File: config.mk
export PLATFORM = sky130hd
export DESIGN_NAME = psg_three_voice_sound_generator
export DESIGN_NICKNAME = d
export VERILOG_FILES = /design/src/design/psg_pkg.sv /design/src/design/psg_three_voice_sound_generator.sv /design/src/design/psg_front.sv /design/src/design/psg_queue.sv /design/src/design/psg_back.sv
export VERILOG_INCLUDE_DIRS = /design/src /design/src/design
export SDC_FILE = /design/constraint.sdc
export NUM_CORES = 2
export LEC_CHECK = 0
export ABC_CLOCK_PERIOD_IN_PS = 14000
export BUFFER_PORTS_ARGS = -buffer_cell sky130_fd_sc_hd__buf_4
export CAP_MARGIN = 25
export CORE_ASPECT_RATIO = 1.25
export CORE_MARGIN = 2
export CORE_UTILIZATION = 40
export CTS_BUF_LIST = sky130_fd_sc_hd__clkbuf_4
export DETAILED_ROUTE_END_ITERATION = 16
export HOLD_SLACK_MARGIN = 0.1
export PLACE_DENSITY_LB_ADDON = 0.05
export SETUP_SLACK_MARGIN = 0.15
export SLEW_MARGIN = 20
export SYNTH_ARGS = -nofsm -noshare
export SYNTH_HDL_FRONTEND = slang
export SYNTH_SLANG_ARGS = --single-unit
File: constraint.sdc
create_clock -name clk -period 14 [get_ports clk]
set_clock_uncertainty 0.15 [all_clocks]
set_input_delay 1.4 -clock clk [delete_from_list [all_inputs] [get_ports clk]]
set_output_delay 1.4 -clock clk [all_outputs]
set_load 0.01 [all_outputs]
File: src/design/psg_three_voice_sound_generator_macros.svh
// Assertion macros shared by the sound generator modules.
// Depends on nothing; included by files that carry assertions.
`ifndef PSG_THREE_VOICE_SOUND_GENERATOR_MACROS_SVH
`define PSG_THREE_VOICE_SOUND_GENERATOR_MACROS_SVH
// implication checked on every clock edge outside reset
`define PSG_ASSERT_IMP(label, clk, rst_n, ante, cons) \
	label: assert property (@(posedge clk) disable iff (!rst_n) (ante) |-> (cons)) \
		else $error("psg assertion failed");
// implication whose consequent is checked in the cycle after the antecedent
`define PSG_ASSERT_NEXT(label, clk, rst_n, ante, cons) \
	label: assert property (@(posedge clk) disable iff (!rst_n) (ante) |=> (cons)) \
		else $error("psg assertion failed");
`endif

File: src/design/psg_pkg.sv
// Types and constants of the sound generator: codes, queue entry, volume curves, pan gains.
// No dependencies.
`timescale 1ns / 1ps
package psg_pkg;
	localparam logic [1:0] KIND_SELECT = 2'd0;
	localparam logic [1:0] KIND_WRITE  = 2'd1;
	localparam logic [1:0] KIND_READ   = 2'd2;
	localparam logic [1:0] KIND_TICK   = 2'd3;

	localparam logic [1:0] CFG_CHIP_KIND    = 2'd0;
	localparam logic [1:0] CFG_VOLUME_CURVE = 2'd1;
	localparam logic [1:0] CFG_PAN_MODE     = 2'd2;

	localparam int QDEPTH = 2;

	// classified transaction handed from the front to the back
	typedef struct packed {
		logic       is_tick;
		logic       is_write;
		logic       is_read;
		logic       sel_valid;
		logic [3:0] sel;
		logic [7:0] data;
	} cmd_t;

	function automatic logic [15:0] curve_lut(input logic ym, input logic [4:0] a);
		logic [15:0] r;
		if (!ym) begin
			case (a[4:1])
				4'd0: r = 16'h0000; 4'd1: r = 16'h0340; 4'd2: r = 16'h04C0;
				4'd3: r = 16'h06F2; 4'd4: r = 16'h0A44; 4'd5: r = 16'h0F13;
				4'd6: r = 16'h1510; 4'd7: r = 16'h227E; 4'd8: r = 16'h289F;
				4'd9: r = 16'h414E; 4'd10: r = 16'h5B21; 4'd11: r = 16'h7258;
				4'd12: r = 16'h905E; 4'd13: r = 16'hB550; 4'd14: r = 16'hD7A0;
				default: r = 16'hFFFF;
			endcase
		end else begin
			case (a)
				5'd0: r = 16'h0000; 5'd1: r = 16'h0000; 5'd2: r = 16'h00EF;
				5'd3: r = 16'h01D0; 5'd4: r = 16'h0290; 5'd5: r = 16'h032A;
				5'd6: r = 16'h03EE; 5'd7: r = 16'h04D2; 5'd8: r = 16'h0611;
				5'd9: r = 16'h0782; 5'd10: r = 16'h0912; 5'd11: r = 16'h0A36;
				5'd12: r = 16'h0C31; 5'd13: r = 16'h0EB6; 5'd14: r = 16'h1130;
				5'd15: r = 16'h13A0; 5'd16: r = 16'h1751; 5'd17: r = 16'h1BF5;
				5'd18: r = 16'h20E2; 5'd19: r = 16'h2594; 5'd20: r = 16'h2CA1;
				5'd21: r = 16'h357F; 5'd22: r = 16'h3E45; 5'd23: r = 16'h475E;
				5'd24: r = 16'h5502; 5'd25: r = 16'h6620; 5'd26: r = 16'h7730;
				5'd27: r = 16'h8844; 5'd28: r = 16'hA1D2; 5'd29: r = 16'hC102;
				5'd30: r = 16'hE0A2; default: r = 16'hFFFF;
			endcase
		end
		return r;
	endfunction

	// position code: 0 mono, 1 left, 2 middle, 3 right
	function automatic logic [1:0] pan_pos(input logic [2:0] mode, input logic [1:0] ch);
		logic [8:0] row;
		case (mode)
			3'd1: row = {3'd3, 3'd2, 3'd1};
			3'd2: row = {3'd2, 3'd3, 3'd1};
			3'd3: row = {3'd3, 3'd1, 3'd2};
			3'd4: row = {3'd2, 3'd1, 3'd3};
			3'd5: row = {3'd1, 3'd3, 3'd2};
			3'd6: row = {3'd1, 3'd2, 3'd3};
			default: row = 9'd0;
		endcase
		case (ch)
			2'd0: return row[1:0];
			2'd1: return row[4:3];
			default: return row[7:6];
		endcase
	endfunction

	function automatic logic [15:0] gain_l(input logic [1:0] p);
		case (p)
			2'd1: return 16'd37137;
			2'd2: return 16'd24030;
			2'd3: return 16'd4369;
			default: return 16'd21845;
		endcase
	endfunction

	function automatic logic [15:0] gain_r(input logic [1:0] p);
		case (p)
			2'd1: return 16'd4369;
			2'd2: return 16'd24030;
			2'd3: return 16'd37137;
			default: return 16'd21845;
		endcase
	endfunction
endpackage

File: src/design/psg_three_voice_sound_generator.sv
// Top level of the three-voice sound generator: config registers, front, queue, back.
// Depends on psg_pkg, psg_front, psg_queue, psg_back.
`timescale 1ns / 1ps
// One transaction per cycle is taken whenever the two-entry queue has room; select items
// finish in the front, writes take effect in the back when popped from the queue, and reads
// and ticks pass through the queue and stage 1 (tick update and volume lookup at the pop),
// then gain multiply and sum into the output register. The output register and queue let
// input keep flowing while a result waits, until the queue is full.
module psg_three_voice_sound_generator import psg_pkg::*; #(
	parameter int OUTPUT_BITS = 16
) (
	input  logic        clk,
	input  logic        arst_n,
	input  logic        cfg_we,
	input  logic [1:0]  cfg_index,
	input  logic [2:0]  cfg_data,
	input  logic        in_valid,
	output logic        in_stall,
	input  logic [1:0]  kind,
	input  logic [7:0]  bus_data,
	output logic        out_valid,
	input  logic        out_stall,
	output logic        is_sample,
	output logic [7:0]  read_data,
	output logic [15:0] left_level,
	output logic [15:0] right_level
);
	logic       chip_kind_q, curve_q;
	logic [2:0] pan_q;
	logic       push, full, empty, pop, in_fire;
	cmd_t       cmd, qcmd;

	always_ff @(posedge clk or negedge arst_n) begin
		if (!arst_n) begin
			chip_kind_q <= 1'b0;
			curve_q     <= 1'b0;
			pan_q       <= 3'd1;
		end else if (cfg_we) begin
			case (cfg_index)
				CFG_CHIP_KIND:    chip_kind_q <= cfg_data[0];
				CFG_VOLUME_CURVE: curve_q <= cfg_data[0];
				CFG_PAN_MODE:     pan_q <= cfg_data;
				default:          ;
			endcase
		end
	end

	assign in_stall = full;
	assign in_fire  = in_valid && !full;

	psg_front u_front (.clk, .arst_n, .chip_kind(chip_kind_q), .in_fire, .kind, .bus_data,
		.push, .cmd);

	psg_queue u_queue (.clk, .arst_n, .push, .din(cmd), .full, .pop, .empty, .dout(qcmd));

	psg_back #(.OUTPUT_BITS(OUTPUT_BITS)) u_back (.clk, .arst_n, .volume_curve(curve_q),
		.pan_mode(pan_q), .q_empty(empty), .q_cmd(qcmd), .pop, .out_valid, .out_stall,
		.is_sample, .read_data, .left_level, .right_level);
endmodule

File: src/design/psg_front.sv
// Front end: takes bus transactions, tracks the selected register, classifies items.
// Depends on psg_pkg.
`timescale 1ns / 1ps
module psg_front import psg_pkg::*; (
	input  logic       clk,
	input  logic       arst_n,
	input  logic       chip_kind,
	input  logic       in_fire,
	input  logic [1:0] kind,
	input  logic [7:0] bus_data,
	output logic       push,
	output cmd_t       cmd
);
	logic [7:0] sel_q;

	always_ff @(posedge clk or negedge arst_n) begin
		if (!arst_n) begin
			sel_q <= '0;
		end else if (in_fire && kind == KIND_SELECT) begin
			sel_q <= chip_kind ? bus_data : {4'd0, bus_data[3:0]};
		end
	end

	always_comb begin
		push          = in_fire && kind != KIND_SELECT;
		cmd.is_tick   = kind == KIND_TICK;
		cmd.is_write  = kind == KIND_WRITE;
		cmd.is_read   = kind == KIND_READ;
		cmd.sel_valid = sel_q[7:4] == 4'd0;
		cmd.sel       = sel_q[3:0];
		cmd.data      = bus_data;
	end
endmodule

File: src/design/psg_queue.sv
// Short queue between front and back.
// Depends on psg_pkg and the assertion macros header.
`timescale 1ns / 1ps
`include "psg_three_voice_sound_generator_macros.svh"
module psg_queue import psg_pkg::*; (
	input  logic clk,
	input  logic arst_n,
	input  logic push,
	input  cmd_t din,
	output logic full,
	input  logic pop,
	output logic empty,
	output cmd_t dout
);
	cmd_t       mem_q [QDEPTH];
	logic       wp_q, rp_q;
	logic [1:0] cnt_q;

	assign full  = cnt_q == 2'(QDEPTH);
	assign empty = cnt_q == 2'd0;
	assign dout  = mem_q[rp_q];

	always_ff @(posedge clk) begin
		if (push) begin
			mem_q[wp_q] <= din;
		end
	end

	always_ff @(posedge clk or negedge arst_n) begin
		if (!arst_n) begin
			wp_q  <= 1'b0;
			rp_q  <= 1'b0;
			cnt_q <= '0;
		end else begin
			if (push) wp_q <= ~wp_q;
			if (pop) rp_q <= ~rp_q;
			cnt_q <= cnt_q + 2'(push) - 2'(pop);
		end
	end

	`PSG_ASSERT_IMP(a_no_overflow, clk, arst_n, full, !push)
	`PSG_ASSERT_IMP(a_no_underflow, clk, arst_n, empty, !pop)
	`PSG_ASSERT_NEXT(a_cnt_hold, clk, arst_n, push == pop, cnt_q == $past(cnt_q))
endmodule

File: src/design/psg_back.sv
// Back end: register file, tone/noise/envelope generators, mixer and output register.
// Depends on psg_pkg and the assertion macros header.
`timescale 1ns / 1ps
`include "psg_three_voice_sound_generator_macros.svh"
module psg_back import psg_pkg::*; #(
	parameter int OUTPUT_BITS = 16
) (
	input  logic        clk,
	input  logic        arst_n,
	input  logic        volume_curve,
	input  logic [2:0]  pan_mode,
	input  logic        q_empty,
	input  cmd_t        q_cmd,
	output logic        pop,
	output logic        out_valid,
	input  logic        out_stall,
	output logic        is_sample,
	output logic [7:0]  read_data,
	output logic [15:0] left_level,
	output logic [15:0] right_level
);
	localparam logic [17:0] TOP = 18'((64'd1 << OUTPUT_BITS) - 64'd1);

	logic [7:0]  regs_q [16];
	logic [11:0] tcnt_q [3];
	logic [2:0]  tlev_q;
	logic [5:0]  ncnt_q;
	logic [16:0] nsh_q;
	logic        nlev_q;
	logic [15:0] ecnt_q;
	logic [5:0]  elev_q;
	logic [1:0]  estep_q;

	// mix stage: stage 1 holds per-channel volumes and pan positions after the tick
	logic        v_s1, smp_s1;
	logic [7:0]  rd_s1;
	logic [15:0] vol_s1 [3];
	logic [1:0]  pos_s1 [3];
	logic        ovalid_q, osmp_q;
	logic [7:0]  ord_q;
	logic [15:0] ol_q, or_q;

	logic        advance, go, is_out;
	logic [2:0]  tlev_n;
	logic [11:0] tcnt_n [3];
	logic [5:0]  ncnt_n;
	logic [16:0] nsh_n;
	logic        nlev_n;
	logic [15:0] ecnt_n;
	logic [5:0]  elev_n, lv;
	logic [1:0]  estep_n;
	logic [15:0] shm;
	logic [7:0]  wdata;
	logic [17:0] suml, sumr;

	assign advance = !ovalid_q || !out_stall;
	assign go      = !q_empty && advance;
	assign pop     = go;
	assign is_out  = q_cmd.is_tick || q_cmd.is_read;

	always_comb begin
		for (int c = 0; c < 3; c++) begin
			tcnt_n[c] = tcnt_q[c] + 12'd1;
			tlev_n[c] = tlev_q[c];
			if (tcnt_n[c] >= {regs_q[2*c+1][3:0], regs_q[2*c]}) begin
				tcnt_n[c] = '0;
				tlev_n[c] = ~tlev_q[c];
			end
		end
		ncnt_n = ncnt_q + 6'd1;
		nsh_n  = nsh_q;
		nlev_n = nlev_q;
		if (ncnt_n >= {regs_q[6][4:0], 1'b0}) begin
			ncnt_n = '0;
			nsh_n  = {nsh_q[15:0], 1'b1} ^ {16'd0, nsh_q[16] ^ nsh_q[13]};
			nlev_n = nsh_n[16];
		end
		ecnt_n  = ecnt_q + 16'd1;
		elev_n  = elev_q;
		estep_n = estep_q;
		shm     = 16'd1 << regs_q[13][3:0];
		lv      = '0;
		if ({16'd0, ecnt_n} >= {16'd0, regs_q[12], regs_q[11]}) begin
			ecnt_n = '0;
			lv     = elev_q + {{4{estep_q[1]}}, estep_q};
			elev_n = lv;
			if (lv[5]) begin
				if ((shm & 16'h82FF) != 16'd0) begin
					elev_n  = '0;
					estep_n = '0;
				end else if ((shm & 16'h1100) != 16'd0) begin
					elev_n = {1'b0, lv[4:0]};
				end else if ((shm & 16'h4400) != 16'd0) begin
					estep_n = -estep_q;
					elev_n  = lv - {{4{estep_q[1]}}, estep_q};
				end else begin
					elev_n  = 6'd31;
					estep_n = '0;
				end
			end
		end
	end

	always_comb begin
		case (q_cmd.sel)
			4'd1, 4'd3, 4'd5, 4'd13: wdata = {4'd0, q_cmd.data[3:0]};
			4'd6, 4'd8, 4'd9, 4'd10: wdata = {3'd0, q_cmd.data[4:0]};
			default:                 wdata = q_cmd.data;
		endcase
	end

	always_ff @(posedge clk or negedge arst_n) begin
		if (!arst_n) begin
			for (int i = 0; i < 16; i++) regs_q[i] <= '0;
			for (int c = 0; c < 3; c++) tcnt_q[c] <= '0;
			tlev_q  <= '0;
			ncnt_q  <= '0;
			nsh_q   <= '0;
			nlev_q  <= 1'b0;
			ecnt_q  <= '0;
			elev_q  <= 6'd31;
			estep_q <= 2'b11;
		end else if (go && q_cmd.is_write && q_cmd.sel_valid) begin
			regs_q[q_cmd.sel] <= wdata;
			if (q_cmd.sel == 4'd13) begin
				ecnt_q  <= '0;
				elev_q  <= wdata[2] ? 6'd0 : 6'd31;
				estep_q <= wdata[2] ? 2'b01 : 2'b11;
			end
		end else if (go && q_cmd.is_tick) begin
			for (int c = 0; c < 3; c++) tcnt_q[c] <= tcnt_n[c];
			tlev_q  <= tlev_n;
			ncnt_q  <= ncnt_n;
			nsh_q   <= nsh_n;
			nlev_q  <= nlev_n;
			ecnt_q  <= ecnt_n;
			elev_q  <= elev_n;
			estep_q <= estep_n;
		end
	end

	// stage 1: volume lookup from post-tick state, and read data capture
	always_ff @(posedge clk or negedge arst_n) begin
		if (!arst_n) begin
			v_s1 <= 1'b0;
		end else if (advance) begin
			v_s1 <= go && is_out;
		end
	end

	always_ff @(posedge clk) begin
		if (advance) begin
			smp_s1 <= q_cmd.is_tick;
			rd_s1  <= q_cmd.sel_valid ? regs_q[q_cmd.sel] : 8'hFF;
			for (int c = 0; c < 3; c++) begin
				logic [4:0] amp;
				amp = regs_q[8+c][4] ? elev_n[4:0] : {regs_q[8+c][3:0], 1'b1};
				if (!((tlev_n[c] || regs_q[7][c]) && (nlev_n || regs_q[7][c+3])))
					amp = '0;
				vol_s1[c] <= curve_lut(volume_curve, amp);
				pos_s1[c] <= pan_pos(pan_mode, 2'(c));
			end
		end
	end

	always_comb begin
		logic [31:0] pl, pr;
		suml = '0;
		sumr = '0;
		for (int c = 0; c < 3; c++) begin
			pl = vol_s1[c] * gain_l(pos_s1[c]);
			pr = vol_s1[c] * gain_r(pos_s1[c]);
			suml = suml + {2'd0, pl[31:16]};
			sumr = sumr + {2'd0, pr[31:16]};
		end
	end

	always_ff @(posedge clk or negedge arst_n) begin
		if (!arst_n) begin
			ovalid_q <= 1'b0;
		end else if (advance) begin
			ovalid_q <= v_s1;
		end
	end

	always_ff @(posedge clk) begin
		if (advance) begin
			osmp_q <= smp_s1;
			ord_q  <= smp_s1 ? 8'd0 : rd_s1;
			ol_q   <= smp_s1 ? (suml > TOP ? TOP[15:0] : suml[15:0]) : 16'd0;
			or_q   <= smp_s1 ? (sumr > TOP ? TOP[15:0] : sumr[15:0]) : 16'd0;
		end
	end

	assign out_valid   = ovalid_q;
	assign is_sample   = osmp_q;
	assign read_data   = ord_q;
	assign left_level  = ol_q;
	assign right_level = or_q;

	`PSG_ASSERT_NEXT(a_hold, clk, arst_n, ovalid_q && out_stall, ovalid_q && $stable(ord_q))
	`PSG_ASSERT_IMP(a_env_range, clk, arst_n, 1'b1, !elev_q[5])
	`PSG_ASSERT_IMP(a_read_zero, clk, arst_n, ovalid_q && osmp_q, ord_q == 8'd0)
endmodule
# Yosys cells after proc, flatten, opt, wreduce, memory -nomap -nowiden
# Memory sizes are Yosys's and may differ from the RTL's.
# Cells that the tools add are included.
dict set report classes {
  n_addsub 14
  multipliers 6
  magnitude_cmp 9
  eq_ne 31
  n_shift 1
  mux 69
  n_bitwise 9
  reduce_logical 45
}
# operator n
set op_table {}
lappend op_table {{16-bit one-hot mux with 3 select lines} 6}
lappend op_table {{16-bit by 16-bit multiplier with 32-bit output} 6}
lappend op_table {{16-bit 2-to-1 mux} 12}
lappend op_table {{128-bit bitwise mux} 1}
lappend op_table {{6-bit 2-to-1 mux} 9}
lappend op_table {{5-bit 2-to-1 mux} 10}
lappend op_table {{8-bit one-hot mux with 6 select lines} 1}
lappend op_table {{16-bit nonzero test} 3}
lappend op_table {{12-bit by 1-bit adder with 12-bit output (second input constant)} 3}
lappend op_table {{18-bit by 16-bit adder with 18-bit output} 2}
lappend op_table {{12-bit greater-or-equal comparator} 3}
lappend op_table {{18-bit by 16-bit greater-than comparator with 1-bit output (second input constant)} 2}
lappend op_table {{12-bit 2-to-1 mux} 3}
lappend op_table {{16-bit by 16-bit adder with 17-bit output} 2}
lappend op_table {{8-bit binary-select mux with 4-bit select} 1}
lappend op_table {{8-bit demux with 4-bit select} 1}
lappend op_table {{8-bit 2-to-1 mux} 4}
lappend op_table {{2-bit 2-to-1 mux} 12}
lappend op_table {{2-bit equality test (second input constant)} 10}
lappend op_table {{17-bit by 1-bit XOR with 17-bit output} 1}
lappend op_table {{16-bit by 1-bit adder with 16-bit output (second input constant)} 1}
lappend op_table {{4-bit equality test (second input constant)} 4}
lappend op_table {{16-bit greater-or-equal comparator} 1}
lappend op_table {{8-bit one-hot mux with 2 select lines} 1}
lappend op_table {{other kinds (33)} 85}
dict set report word_totals {
  reg_bits 284
  mem_bits_rw 86
  mem_bits_ro 2304
  in_bits 20
  out_inout_bits 43
  word_cells 235
  n_memories 9
}
# name depth word_bits rd rd_ports_with_merged_regs write_ports line
set mem_list {}
lappend mem_list {{(no name shown)} 32 16 1 0 0 psg_pkg.sv:38} ;# case (a)
lappend mem_list {{(no name shown)} 32 16 1 0 0 psg_pkg.sv:38}
lappend mem_list {{(no name shown)} 32 16 1 0 0 psg_pkg.sv:38}
lappend mem_list {{(no name shown)} 16 16 1 0 0 psg_pkg.sv:29} ;# case (a[4:1])
lappend mem_list {{(no name shown)} 16 16 1 0 0 psg_pkg.sv:29}
lappend mem_list {{(no name shown)} 16 16 1 0 0 psg_pkg.sv:29}
lappend mem_list {{+3 memories} n/a n/a n/a n/a n/a n/a}

# Depth between registers and ports, before layout
# An unclocked memory read counts as a cell.
dict set report logic_depth {
  depth_word 13
  ltp_mapped 46
  ltp_nobuf 45
}

# By module
# From an unflattened synthesis, not the netlist that was laid out.
dict set report hier_totals {
  hier_cells 5110
  hier_area_um2 50569.8
}
# mod instances cells_each area_each_um2 seq_area_each_um2
set by_module_without_submodules {}
lappend by_module_without_submodules {psg_back 1 4988 48445.2 8562.0}
lappend by_module_without_submodules {psg_queue 1 65 1402.6 1061.0}
lappend by_module_without_submodules {psg_front 1 43 478.0 200.2}
lappend by_module_without_submodules {psg_three_voice_sound_generator 1 14 244.0 126.4}

# Worst setup path after synthesis
# OpenSTA, ideal clock, no wires.
dict set report synth_timing {
  path_kind {register to register}
  from {memory u_back.pos_s1[1][0], in the netlist u_back.pos_s1[0][2]}
  to {register u_back.ol_q[15], in the netlist u_back.left_level[15] (data pin)}
  setup_ps 254
  arrival_ps 9990
  required_time_ps 13596
  setup_slack_ps 3606
  stages_incl_launch_ff 42
  n_path_buf 2
  synth_period_minus_slack_ps 10394
  path_cell_list {edfxtp_1 -> clkbuf_1 -> nor2b_1 -> nand2_1 -> fa_1 -> fa_1 -> fa_1 -> fa_1 -> inv_1 -> fa_1 -> inv_1 -> fa_1 -> inv_1 -> ha_1 -> nor2b_1 -> a2111oi_0 -> o21ai_1 -> maj3_1 -> [... 6 more ...] -> inv_1 -> o21ai_0 -> a21oi_1 -> o21bai_1 -> a21oi_1 -> o21ai_0 -> nor2_1 -> xnor2_1 -> ha_1 -> or2_2 -> a21oi_1 -> a31oi_1 -> and4_1 -> a2111oi_0 -> nand4_1 -> mux2_2 -> clkbuf_1 -> o21a_1}
}
# item line
set synth_rtl {}
lappend synth_rtl {{from (decl)} psg_back.sv:38} ;# logic [1:0] pos_s1 [3];
lappend synth_rtl {{to (signal assigned)} psg_back.sv:190} ;# ol_q <= smp_s1 ? (suml > TOP ? TOP[15:0] : suml[15:0]) : 16'd0;
lappend synth_rtl {{to (decl)} psg_back.sv:41} ;# logic [15:0] ol_q, or_q;

==> results.toml <==
[timing]
setup_violations = 0
post-route-period-util_pct = 85.9
max_freq_mhz = 83.1
finalHoldViolCount = 0
relSlewSlack_pct = 28.5
tightest_slew_ns = 1.07
rsz0062_at_grt = "false"
finalMaxSlewViolations = 0
fin_setup_tns_ns = 0
finalCriticalPeriod_ns = 12.03

[die]
start_util_pct = 40.3
core_um2 = 127000
rows = 146
dieArea_um2 = 131000
chipHeight_um = 404
die_w_um = 324
ios = 63

[grt]
gr-total-overflow = 0
antenna_found_initial = 6
grtUsageMet1_pct = 27.7
grt_pass1_vias = 40000
grtUsageTotal_pct = 23.8
grt_max_degree = 125
top_usage_layer = "met2"
use_met3_pct = 2.58
grt_pass1_wl_um = 236000
use_met2_pct = 44.4

[worst_setup_path]
cpMostUsedCell = "fa_1"
critPathKind = "flop to flop"
cpMaxStageDelayCell = "a2111oi_1"
critPathArrivalTime_ns = 12.64
max_stage_delay_ns = 0.79
crit_required_ns = 14.61
path_buf_inv = 4
crit_family = "adder cells"
critPathMaxFanout = 21
end_kind = "flop"
critPathLaunchType = "flop"

[logic_synthesis]
avgSynthCellArea_um2 = 9.55
ys_top_cells_by_count = "inv_1, ha_1, fa_1"
synth_flop_cell = "dfrtp_1"
seq_area_frac_synth_pct = 19.5
ys_types = 105
netlist_area_um2 = 51100
yosysMostFrequentCell = "inv_1"
synth_top_area_share_pct = 21.4
synthTopCellsByArea = "fa_1, ha_1, dfrtp_1"
syn_inst = 5348
yosys_warnings = 0
synthArstFlopShare_pct = 63.2
synth_top_area_cell = "fa_1"
ys_ff_latch = 370
syn_nets = 6718
synth_edf_count = 136

[placement]
dp_hpwl_um = 125000
io_buffers = 62
gp_congestion = 0.915

[layout]
finalNetCount = 6781
drive_gt1_share_pct = 8.33
n_fill_cell = 12700
multi_input_area_um2 = 36900
area_growth_syn_to_layout_pct = 7.30
seq_area_um2 = 9950

[drt]
ant_nets = 0
drt-wirelength-per-cell_um = 21.0
drc = 0
wirelength_um = 151000
firstDrtPassIters = 5
vias_per_cell = 5.19
drtIter0Drc = 1935
vias = 37400

[cts]
ctsResizeCount = 0
postCtsHoldBufs = 0
clkLatencyLatePin_ns = 1.06
cts_tree = "done"
cts_root_buffer = "clkbuf_4"
cts_setup_buffers = 0
cts_sinks = 370
clk_pin_slew_ns = 0.07
clockBufferDepth = 3
cts_buffers = 108
cts_max_level = 3

[run_status]
status = "completed"

[min_path]
hold_class = "flop to flop"

[run]
max_cap_violations = 0
## per-stage QoR
stage / hold slack, ns / setup slack (ns) / utilization (%) / cells / area (um2)
2_1_floorplan: 0.286 / 3.61 / - / 5348 / 51100
3_3_place_gp: 0.290 / 1.84 / 42.1 / 7002 / 53400
3_5_place_dp: 0.308 / 1.94 / 42.1 / 7002 / 53400
4_1_cts: 0.256 / 1.88 / 43.2 / 7201 / 54800
5_1_grt: 0.342 / 1.27 / 43.2 / 7207 / 54800
6_report: 0.322 / 1.97 / 43.2 / 7208 / 54800
## cells by family (layout without fill, tap and decap cells)
family / Yosys count / in the layout / synth area share (%)
adder cells (fa/ha/maj): 1353 / 1353 / 41.1
AND/OR/NAND/NOR: 1229 / 1229 / 11.8
buffers and inverters: 1125 / 1277 / 8.44
AO/OA/AOI/OAI: 914 / 914 / 11.9
flip-flops: 370 / 370 / 19.5
XOR/XNOR: 256 / 256 / 4.39
multiplexers: 101 / 101 / 2.89
other: 0 / 6 / 0
## final timing paths
kind	slack, ns	startpoint	depth (start not counted)	end
max reg2reg	1.97	u_back.pos_s1[0][2]	39	u_back.left_level[2]
min	0.32	u_front.sel_q[1]	0	u_queue.mem_q[1][9]
min in group asynchronous	0.36	arst_n	1	u_back.tcnt_q[16]
min reg2reg	0.32	u_front.sel_q[1]	0	u_queue.mem_q[1][9]
max in group asynchronous	11.15	arst_n	3	u_back.ecnt_q[13]
max	1.97	u_back.pos_s1[0][2]	39	u_back.left_level[2]
## sequential cells by signal, indices dropped and copies added, names as in the netlist, 2 cells and up
| signal | flops |
|---|---|
| u_back.ncnt_q | 6 |
| u_back.regs_q | 128 |
| u_front.sel_q | 8 |
| u_back.elev_q | 6 |
| u_queue.cnt_q | 2 |
| u_back.left_level | 16 |
| u_back.nsh_q | 17 |
| pan_q | 3 |
| u_back.estep_q | 2 |
| u_back.tlev_q | 3 |
| u_back.read_data | 8 |
| u_back.tcnt_q | 36 |
| u_back.right_level | 16 |
| u_back.rd_s1 | 8 |
| u_back.pos_s1 | 6 |
| u_queue.mem_q | 32 |
| u_back.ecnt_q | 16 |
| u_back.vol_s1 | 48 |
## layout make-up
class                      instances  share of cell area, %
antenna                            6                 0.0274
clock buffer                     159                   2.18
tap                             1702                   3.88
clock inverter                    40                  0.345
multi-input combinational       3853                   67.3
sequential                       370                   18.2
timing repair buffer             108                   1.51
inverter                         970                   6.64
## layer usage
layer	vias up	wire [um]
met3	232	4510
met2	722	80800
met1	18400	60700
met5	-	27
li1	18100	-
met4	4	5320
## worst register-to-register path, delay by kind of cell, from the launching register on
kind	cells	cell delay, ns
multiplexers	1	0.42
AO/OA/AOI/OAI	14	3.50
buffers and inverters	4	0.46
AND/OR/NAND/NOR	9	2.00
flip-flops	1	0.65
adder cells (fa/ha/maj)	10	4.51
XOR/XNOR	1	0.09
## cells in the final DEF, fill, tap and decap left out, drive strengths merged, types with 108 or more instances in the layout
master,Yosys,final
o21ai,270,270
and2,117,117
xnor2,161,161
buf,42,108
inv,970,973
a21oi,170,170
fa,546,546
dfrtp,226,226
nor2,213,213
edfxtp,136,136
ha,804,804
nand2,433,433
clkbuf,113,159
Power is left out: the tool's default activity adds up to more than one toggle a clock period on the data nets, which glitch-free logic cannot reach.
